$ cat config.mk
export PLATFORM = sky130hd
export DESIGN_NAME = json_string_unescape_utf8_top
export DESIGN_NICKNAME = d
export VERILOG_FILES = /design/src/rtl/jsu_pkg.sv /design/src/rtl/jsu_front.sv /design/src/rtl/jsu_queue.sv /design/src/rtl/jsu_back.sv /design/src/rtl/json_string_unescape_utf8_top.sv
export SDC_FILE = /design/constraint.sdc
export NUM_CORES = 1
export LEC_CHECK = 0
export ABC_AREA = 1
export BUFFER_PORTS_ARGS = -buffer_cell sky130_fd_sc_hd__buf_4
export CAP_MARGIN = 20
export CORE_MARGIN = 2
export CORE_UTILIZATION = 50
export CTS_CLUSTER_SIZE = 12
export DETAILED_ROUTE_END_ITERATION = 16
export PLACE_DENSITY = 0.79
export SLEW_MARGIN = 0
export SYNTH_ARGS = -nofsm -noshare
export SYNTH_HDL_FRONTEND = slang
export SYNTH_SLANG_ARGS = --single-unit
$ cat constraint.sdc
create_clock -name clk -period 3.2 [get_ports clk]
set_input_delay 0.8 -clock clk [delete_from_list [all_inputs] [get_ports clk]]
set_output_delay 0.8 -clock clk [all_outputs]
set_load 0.005 [all_outputs]
$ cat src/rtl/jsu_pkg.sv
package jsu_pkg;

	localparam int unsigned QUEUE_DEPTH = 4;
	localparam logic [7:0] TERMINATOR_RESET = 8'h22;

	typedef enum logic [1:0] {
		KIND_DATA = 2'd0,
		KIND_END  = 2'd1,
		KIND_ERR  = 2'd2
	} kind_t;

	// One group of results caused by a single input word: up to three bytes.
	typedef struct packed {
		logic [2:0][7:0] bytes;
		logic [1:0]      cnt_m1;
		kind_t           kind;
	} grp_t;

endpackage

$ cat src/rtl/jsu_front.sv
module jsu_front (
	input  logic             clk,
	input  logic             arst_n,
	input  logic             cfg_we,
	input  logic [7:0]       cfg_wdata,
	input  logic [7:0]       in_byte,
	input  logic             in_valid,
	output logic             in_ready,
	input  logic             queue_full,
	output logic             push,
	output jsu_pkg::grp_t    push_grp
);

	typedef enum logic [2:0] {
		MODE_PLAIN = 3'd0,
		MODE_ESC   = 3'd1,
		MODE_HEX1  = 3'd2,
		MODE_HEX2  = 3'd3,
		MODE_HEX3  = 3'd4,
		MODE_HEX4  = 3'd5
	} mode_t;

	localparam logic [7:0] CH_BSLASH = 8'h5C;
	localparam logic [7:0] CH_QUOTE  = 8'h22;
	localparam logic [7:0] CH_SLASH  = 8'h2F;
	localparam logic [7:0] CH_B      = 8'h62;
	localparam logic [7:0] CH_F      = 8'h66;
	localparam logic [7:0] CH_N      = 8'h6E;
	localparam logic [7:0] CH_R      = 8'h72;
	localparam logic [7:0] CH_T      = 8'h74;
	localparam logic [7:0] CH_U      = 8'h75;

	function automatic logic [4:0] hex_val(input logic [7:0] b);
		logic [4:0] r;
		r = 5'd0;
		if (b >= 8'h30 && b <= 8'h39) begin
			r = {1'b1, b[3:0]};
		end else if ((b >= 8'h61 && b <= 8'h66) || (b >= 8'h41 && b <= 8'h46)) begin
			r = {1'b1, 4'(b[3:0] + 4'd9)};
		end
		return r;
	endfunction

	mode_t         mode_q, mode_d;
	logic [11:0]   acc_q, acc_d;
	logic [7:0]    term_q;
	logic          accept;
	logic          emit;
	jsu_pkg::grp_t grp;
	logic [4:0]    hv;
	logic [15:0]   code;

	assign in_ready = !queue_full;
	assign accept   = in_valid && in_ready;
	assign push     = accept && emit;
	assign push_grp = grp;
	assign hv       = hex_val(in_byte);
	assign code     = {acc_q, hv[3:0]};

	always_comb begin
		mode_d = mode_q;
		acc_d  = acc_q;
		emit   = 1'b0;
		grp    = '0;
		grp.kind = jsu_pkg::KIND_DATA;
		case (mode_q)
			MODE_ESC: begin
				mode_d = MODE_PLAIN;
				case (in_byte)
					CH_BSLASH, CH_QUOTE, CH_SLASH: begin
						emit = 1'b1;
						grp.bytes[0] = in_byte;
					end
					CH_B: begin
						emit = 1'b1;
						grp.bytes[0] = 8'h08;
					end
					CH_F: begin
						emit = 1'b1;
						grp.bytes[0] = 8'h0C;
					end
					CH_N: begin
						emit = 1'b1;
						grp.bytes[0] = 8'h0A;
					end
					CH_R: begin
						emit = 1'b1;
						grp.bytes[0] = 8'h0D;
					end
					CH_T: begin
						emit = 1'b1;
						grp.bytes[0] = 8'h09;
					end
					CH_U: begin
						mode_d = MODE_HEX1;
						acc_d  = '0;
					end
					default: begin
					end
				endcase
			end
			MODE_HEX1, MODE_HEX2, MODE_HEX3, MODE_HEX4: begin
				if (!hv[4]) begin
					mode_d   = MODE_PLAIN;
					acc_d    = '0;
					emit     = 1'b1;
					grp.kind = jsu_pkg::KIND_ERR;
				end else if (mode_q != MODE_HEX4) begin
					acc_d  = {acc_q[7:0], hv[3:0]};
					mode_d = mode_t'(mode_q + 3'd1);
				end else begin
					mode_d = MODE_PLAIN;
					acc_d  = '0;
					emit   = 1'b1;
					if (code[15:7] == '0) begin
						grp.bytes[0] = code[7:0];
					end else if (code[15:11] == '0) begin
						grp.bytes[0] = {3'b110, code[10:6]};
						grp.bytes[1] = {2'b10, code[5:0]};
						grp.cnt_m1   = 2'd1;
					end else begin
						grp.bytes[0] = {4'b1110, code[15:12]};
						grp.bytes[1] = {2'b10, code[11:6]};
						grp.bytes[2] = {2'b10, code[5:0]};
						grp.cnt_m1   = 2'd2;
					end
				end
			end
			default: begin
				mode_d = MODE_PLAIN;
				if (in_byte == CH_BSLASH) begin
					mode_d = MODE_ESC;
				end else if (in_byte == term_q) begin
					emit     = 1'b1;
					grp.kind = jsu_pkg::KIND_END;
				end else begin
					emit         = 1'b1;
					grp.bytes[0] = in_byte;
				end
			end
		endcase
	end

	always_ff @(posedge clk or negedge arst_n) begin
		if (!arst_n) begin
			mode_q <= MODE_PLAIN;
			acc_q  <= '0;
			term_q <= jsu_pkg::TERMINATOR_RESET;
		end else begin
			if (cfg_we) begin
				term_q <= cfg_wdata;
			end
			if (accept) begin
				mode_q <= mode_d;
				acc_q  <= acc_d;
			end
		end
	end

endmodule

$ cat src/rtl/jsu_queue.sv
module jsu_queue #(
	parameter int unsigned DEPTH = jsu_pkg::QUEUE_DEPTH
) (
	input  logic          clk,
	input  logic          arst_n,
	input  logic          push,
	input  jsu_pkg::grp_t push_grp,
	output logic          full,
	input  logic          pop,
	output jsu_pkg::grp_t head,
	output logic          not_empty
);

	localparam int unsigned AW = (DEPTH > 1) ? $clog2(DEPTH) : 1;
	localparam int unsigned CW = $clog2(DEPTH + 1);

	jsu_pkg::grp_t mem_q [DEPTH];
	logic [AW-1:0] wr_ptr_q;
	logic [AW-1:0] rd_ptr_q;
	logic [CW-1:0] count_q;

	assign full      = (count_q == CW'(DEPTH));
	assign not_empty = (count_q != '0);
	assign head      = mem_q[rd_ptr_q];

	always_ff @(posedge clk) begin
		if (push) begin
			mem_q[wr_ptr_q] <= push_grp;
		end
	end

	always_ff @(posedge clk or negedge arst_n) begin
		if (!arst_n) begin
			wr_ptr_q <= '0;
			rd_ptr_q <= '0;
			count_q  <= '0;
		end else begin
			if (push) begin
				wr_ptr_q <= (wr_ptr_q == AW'(DEPTH - 1)) ? '0 : wr_ptr_q + 1'b1;
			end
			if (pop) begin
				rd_ptr_q <= (rd_ptr_q == AW'(DEPTH - 1)) ? '0 : rd_ptr_q + 1'b1;
			end
			if (push && !pop) begin
				count_q <= count_q + 1'b1;
			end else if (pop && !push) begin
				count_q <= count_q - 1'b1;
			end
		end
	end

endmodule

$ cat src/rtl/jsu_back.sv
module jsu_back (
	input  logic          clk,
	input  logic          arst_n,
	input  jsu_pkg::grp_t head,
	input  logic          not_empty,
	output logic          pop,
	output logic [7:0]    out_byte,
	output logic [1:0]    kind,
	output logic          last,
	output logic          out_valid,
	input  logic          out_ready
);

	logic [1:0] idx_q;

	assign out_valid = not_empty;
	assign kind      = 2'(head.kind);
	assign last      = (idx_q == head.cnt_m1);
	assign pop       = out_valid && out_ready && last;

	always_comb begin
		case (idx_q)
			2'd0:    out_byte = head.bytes[0];
			2'd1:    out_byte = head.bytes[1];
			2'd2:    out_byte = head.bytes[2];
			default: out_byte = '0;
		endcase
	end

	always_ff @(posedge clk or negedge arst_n) begin
		if (!arst_n) begin
			idx_q <= '0;
		end else if (out_valid && out_ready) begin
			idx_q <= last ? 2'd0 : idx_q + 2'd1;
		end
	end

endmodule

$ cat src/rtl/json_string_unescape_utf8_top.sv
// Channel   Direction  Handshake              Words
// cfg       in         cfg_we                 cfg_wdata: terminator byte
// in        in         in_valid / in_ready    in_byte
// out       out        out_valid / out_ready  out_byte, kind, last
//
// The decoder takes one input word per cycle while the group queue has room.
// Each word yields up to three output words, drained one per cycle from the queue while out_ready is high.
// Once the queue fills, the input side is therefore held until the head group's last byte is taken.
// Reset returns the decoder to plain mode and sets the terminator to the double quote.
module json_string_unescape_utf8_top #(
	parameter int unsigned QUEUE_DEPTH = jsu_pkg::QUEUE_DEPTH
) (
	input  logic       clk,
	input  logic       arst_n,
	input  logic       cfg_we,
	input  logic [7:0] cfg_wdata,
	input  logic [7:0] in_byte,
	input  logic       in_valid,
	output logic       in_ready,
	output logic [7:0] out_byte,
	output logic [1:0] kind,
	output logic       last,
	output logic       out_valid,
	input  logic       out_ready
);

	logic          push;
	logic          full;
	logic          pop;
	logic          not_empty;
	jsu_pkg::grp_t push_grp;
	jsu_pkg::grp_t head;

	jsu_front u_front (
		.clk        (clk),
		.arst_n     (arst_n),
		.cfg_we     (cfg_we),
		.cfg_wdata  (cfg_wdata),
		.in_byte    (in_byte),
		.in_valid   (in_valid),
		.in_ready   (in_ready),
		.queue_full (full),
		.push       (push),
		.push_grp   (push_grp)
	);

	jsu_queue #(
		.DEPTH (QUEUE_DEPTH)
	) u_queue (
		.clk       (clk),
		.arst_n    (arst_n),
		.push      (push),
		.push_grp  (push_grp),
		.full      (full),
		.pop       (pop),
		.head      (head),
		.not_empty (not_empty)
	);

	jsu_back u_back (
		.clk       (clk),
		.arst_n    (arst_n),
		.head      (head),
		.not_empty (not_empty),
		.pop       (pop),
		.out_byte  (out_byte),
		.kind      (kind),
		.last      (last),
		.out_valid (out_valid),
		.out_ready (out_ready)
	);

endmodule
Word level (Yosys, flattened, before mapping)

Memories as Yosys holds them, arrays and structs flattened.
Cells that the tools add are included.

Reductions and logical operators: 23
Bitwise gates (word level): 0
Shift-type cells: 0
Order comparisons: 6
Muxes and demuxes: 41
Div/mod/pow operators: 0
Add/subtract/negate cells: 7
Multiply operators: 0
Eq/ne operators: 23

Operator list:

| kind                  | count |
|---|---|
| $eq A8 B7 Y1 const B  | 7 |
| $mux W26              | 2 |
| $mux W16              | 3 |
| $pmux W8 S6           | 1 |
| $mux W12              | 3 |
| $mux W8               | 4 |
| $pmux W12 S2          | 1 |
| $pmux W8 S3           | 1 |
| $eq A8 B6 Y1 const B  | 2 |
| $ge A8 B7 Y1 const B  | 2 |
| $le A8 B7 Y1 const B  | 2 |
| $mux W2               | 8 |
| $pmux W8 S2           | 1 |
| $mux W3               | 4 |
| $mux W5               | 2 |
| $eq A3 B3 Y1 const B  | 3 |
| $logic_and A1 B1 Y1   | 9 |
| $logic_not A9 Y1      | 1 |
| $eq A8 B8 Y1          | 1 |
| $ge A8 B6 Y1 const B  | 1 |
| $le A8 B6 Y1 const B  | 1 |
| $mux W1               | 8 |
| $reduce_or A8 Y1      | 1 |
| $add A2 B1 Y2 const B | 3 |
| 22 further kinds      | 29 |

Bits of input ports: 21
Output and inout bits: 13
ROM bits: 0
Word-level logic and storage cells: 108
Memories kept: 1
RAM bits: 112
Bits in latches: 0
Flip-flop bits (word level): 32

Memory list:

| name          | words | bits a word | read ports | clocked after Yosys merged registers in | write ports | RTL line        | RTL |
|---|---|---|---|---|---|---|---|
| u_queue.mem_q | 4     | 28          | 1          | 0                                       | 1           | jsu_queue.sv:17 | `jsu_pkg::grp_t mem_q [DEPTH];` |

Depth between registers and ports, before layout

Depth after elaboration: 12
Depth in mapped cells: 18
Depth with buffers taken out: 18

Hierarchy

A second synthesis with hierarchy kept.

Cells, all modules: 796
Area, all modules: 7548.5 um^2

Modules (own cells, without submodules):

| module    | times used | cells each | sequential area each (um^2) | area an instance (um^2) |
|---|---|---|---|---|
| jsu_queue | 1          | 379        | 3538.4                      | 4947.2 |
| jsu_front | 1          | 333        | 578.1                       | 2180.8 |
| jsu_back  | 1          | 84         | 50.0                        | 420.4 |

Worst setup path before layout

OpenSTA, ideal clock, no wires.

Path type: input-to-reg
From: in in_byte[0]
To: mem u_queue.mem_q[3][0] (netlist bit), enable pin
Slack: -66 ps
Arrival: 2860 ps
Setup time: 407 ps
Cell stages on the path: 10
Path buffers: 0
Data required time: 2793 ps
Cells stage by stage: inv_1 ha_1 nand3_1 a21oi_1 nor2_1 nand2_1 nand2_1 nand2_2 nand2_2 nor2_1

Longest elaborated chain between the ends: 10
Elaborated cells between the ends (all ways): 28
Classes of those cells: order compare: 6; eq/ne: 8; mux: 8; reduce/logical: 6

RTL lines:

| element                                             | RTL line                            | RTL |
|---|---|---|
| start, declared                                     | json_string_unescape_utf8_top.sv:17 | `input logic [7:0] in_byte,` |
| $ge A8 B7 Y1 / $le A8 B7 Y1 (equally long branches) | jsu_front.sv:38                     | `end else if ((b >= 8'h61 && b <= 8'h66) \|\| (b >= 8'h41 && b <= 8'h46)) begin` |
| $logic_and A1 B1 Y1                                 | jsu_front.sv:38                     |  |
| $logic_or A1 B1 Y1                                  | jsu_front.sv:38                     |  |
| $mux W5                                             | jsu_front.sv:38                     |  |
| $mux W5                                             | jsu_front.sv:36                     | `if (b >= 8'h30 && b <= 8'h39) begin` |
| $mux W1                                             | jsu_front.sv:103                    | `if (!hv[4]) begin` |
| $pmux W1 S2 *                                       | jsu_front.sv:66                     | `case (mode_q)` |
| $logic_and A1 B1 Y1 *                               | jsu_front.sv:55                     | `assign push = accept && emit;` |
| $mux W1 *                                           | jsu_queue.sv:27                     | `if (push) begin` |
| $mux W1 (not written as such) *                     | jsu_queue.sv:28                     | `mem_q[wr_ptr_q] <= push_grp;` |
| end, declared                                       | jsu_queue.sv:17                     |  |

Mark *: on every way between the ends. The rest lies on a longest branch, timed or not.

Final worst setup path

From: reg u_queue.rd_ptr_q[1]
To: out out_byte[4]

Longest elaborated chain between the ends: 2

RTL lines:

| element                | RTL line                            | RTL |
|---|---|---|
| start, declared        | jsu_queue.sv:19                     | `logic [AW-1:0] rd_ptr_q;` |
| start signal, assigned | jsu_queue.sv:42                     | `rd_ptr_q <= (rd_ptr_q == AW'(DEPTH - 1)) ? '0 : rd_ptr_q + 1'b1;` |
| $mem_v2 Z4 W28         | n/a                                 |  |
| $pmux W8 S3            | jsu_back.sv:22                      | `case (idx_q)` |
| end, declared          | json_string_unescape_utf8_top.sv:20 | `output logic [7:0] out_byte,` |

No other way between the ends.

==> results by group <==
Run status
  • Status: complete, no violations

Setup path
  • CP arrival: 2120 ps
  • Setup Crit Path Kind: reg2out
  • CP Max Fanout: 14
  • R2R cell count: 13
  • Worst setup SP type: flop
  • CP Capture Type: output pin
  • Critical Path RT: 2400 ps

Clock network
  • Htree depth: 4
  • Hold-fix buffers, CTS: 0
  • Clock Sink Count: 132
  • CTS tree: built
  • Post-CTS setup buffer count: 0
  • Clk_lat worst skew: 420 ps
  • # resized after CTS: 0
  • Root Driver: clkbuf_16
  • TritonCTS buffer count: 17
  • Worst-path clk slew: 60 ps
  • Clock buffer depth: 2

Global routing
  • Number of global-route vias before repair: 4814
  • Largest net degree at the start of global routing: 53
  • GR Util All Layers: 0.224
  • First-pass GRT wire length: 24300 um
  • Initial antenna violation count: 0
  • Grt total ovfl: 0

Run
  • Max-Cap Viols: 0

Layout
  • FF+latch area: 0.00381 sq mm
  • Syn-to-layout area delta: 16.8%
  • Multi-input logic area: 0.00223 sq mm
  • Fill cell count: 1031
  • Fin area: 0.00751 sq mm
  • N_diodes: 0
  • Fin nets: 731
  • Share of cells above drive strength 1: 0.167

STA
  • Slew Limit Fails: 0
  • Period minus WS final: 2920 ps
  • Worst Tran Pin Value: 511 ps
  • Final setup violation count: 0
  • RSZ-0062 raised after global routing: false
  • Max Clock Skew: 7.43 ps
  • Max frequency: 0.342 GHz
  • Final hold violations: 0
  • Final Cycle Share: 0.913
  • Slew headroom: 0.656
  • WHS: 328 ps

Yosys
  • Netlist cell types: 40
  • Synth warnings: 0
  • Syn nets: 687
  • Seq/Total Area, Yosys: 0.592
  • Synthesis-stage register bit count: 132
  • Syn avg cell area: 9.89 sq um
  • Synthesized cell area: 0.00643 sq mm
  • Post-synthesis cell count: 650

Drt
  • Vias post-DR: 4880
  • Final WL: 14800 um
  • Routed len/inst: 16.8 um
  • Initial DRC Count: 638
  • ANT nets after route: 0
  • Remaining DRCs: 0
  • Initial DRT Pass Iterations: 5
  • Via density: 5.56

Power and ir drop
  • Total power divided by cell area: 860 mW/mm^2
  • Leak: 3.12 nW
  • Maximum vdd drop: 0.287 mV

Floorplan
  • Die outline width: 117 um
  • Num rows: 41
  • Core area: 0.0126 sq mm
  • Die height: 117 um
  • Ports: 34
  • Die area: 0.0138 sq mm
  • Starting Density: 0.511

Placed design
  • DP HPWL: 9600 um
  • Placed inst area: 0.00694 sq mm
  • I/O Buffers: 33
  • GP Congestion: 0.893

Hold path
  • Hold Path Class: in2async
==> kinds of logic (layout without fill, tap and decap cells) <==
family,after synthesis,in the layout,synth area share
AO/OA/AOI/OAI,132,132,0.121
XOR/XNOR,6,6,0.00818
adder cells (fa/ha/maj),16,16,0.0323
buffers and inverters,99,155,0.0627
flip-flops,132,132,0.592
AND/OR/NAND/NOR,265,265,0.184
==> metrics by stage <==
step	setup WS [ps]	power, mW	util	setup TNS (ps)	cells
4_1_cts	184	6.47	0.597	0	878
6_report	279	6.46	0.597	0	878
5_1_grt	93.4	6.84	0.597	0	878
2_1_floorplan	-66.5	3.79	-	-6650	650
3_3_place_gp	83.2	4.52	0.552	0	847
3_5_place_dp	22.5	4.61	0.552	0	847
==> layer usage <==
layer	GRT usage	part of all wire	vias up
met5	0	0	-
met4	0.0685	0.014	0
met3	0.0589	0.065	22
met2	0.383	0.51	191
met1	0.281	0.41	2351
li1	-	-	2316
==> layout by cell type (no fill, tap or decap), types with 6 or more instances in the layout <==
cell	n
nand2_1	125
edfxtp_1	100
nor2_1	71
inv_1	70
o21ai_0	63
buf_4	41
o22ai_1	37
nand3_1	36
dfrtp_1	30
clkbuf_16	17
ha_1	15
a21oi_1	13
nand4_1	8
inv_2	8
nor2_2	7
o22ai_2	6
==> worst paths after layout <==
check | startpoint | to | slack, ps
min in group clk | u_front.term_q[1] | u_front.term_q[1] | 490
worst min register to register | u_front.term_q[1] | u_front.term_q[1] | 490
worst max-delay path | u_queue.rd_ptr_q[1] | out_byte[4] | 280
worst min-delay path | arst_n | u_front.term_q[3] | 330
worst max register to register | u_queue.rd_ptr_q[0] | u_queue.count_q[1] | 410
max in group asynchronous | arst_n | u_front.term_q[5] | 2520
==> Yosys cell counts, drive strengths merged <==
| library cell | n | area share |
|---|---|---|
| a21oi | 14 | 0.011 |
| a31oi | 3 | 0.0039 |
| nor2 | 84 | 0.059 |
| edfxtp | 100 | 0.47 |
| dfstp | 2 | 0.0082 |
| dfrtp | 30 | 0.12 |
| xor2 | 5 | 0.0068 |
| clkbuf | 8 | 0.0049 |
| buf | 13 | 0.012 |
| o21ai | 69 | 0.054 |
| nor3 | 1 | 0.00078 |
| a221oi | 1 | 0.0014 |
| nand2 | 132 | 0.083 |
| fa | 1 | 0.0031 |
| or2 | 1 | 0.00097 |
| o22ai | 43 | 0.048 |
| xnor2 | 1 | 0.0014 |
| o21a | 1 | 0.0012 |
| nand3 | 39 | 0.033 |
| ha | 15 | 0.029 |
| a22oi | 1 | 0.0012 |
| inv | 78 | 0.046 |
| nand4 | 8 | 0.0078 |
==> final cells by class <==
cell class              instances  share of cell area
clock inverters                14              0.0185
repair buffers                 46              0.0532
clock buffers                  17              0.0567
inverters                      78              0.0390
multi-input cells             419               0.297
flip-flops and latches        132               0.507
well taps                     172              0.0287
==> report_power, final <==
part / switching [mW] / internal (mW) / total, mW
Sequential: 0.118 / 2.23 / 2.35
Clock: 0.725 / 1.13 / 1.86
Combinational: 1.44 / 0.805 / 2.24
Total: 2.28 / 4.17 / 6.46
==> critical path, stage by stage (launching register included) <==
cell     delay (ps)
dfrtp_1         370
inv_1           340
buf_4           290
o21ai_0         110
o22ai_1         210
nand2_1          80
nand3_1          90
nand2_1          60
inv_1            60
buf_4           100
==> flip-flops by register name (all words and copies together) (netlist names) <==
| register | count |
|---|---|
| u_front.term_q | 8 |
| u_front.mode_q | 3 |
| u_queue.rd_ptr_q | 2 |
| u_front.acc_q | 12 |
| u_back.idx_q | 2 |
| u_queue.count_q | 3 |
| u_queue.wr_ptr_q | 2 |
| u_queue.mem_q | 100 |
Note: power is estimated with default switching activity, not from simulation.
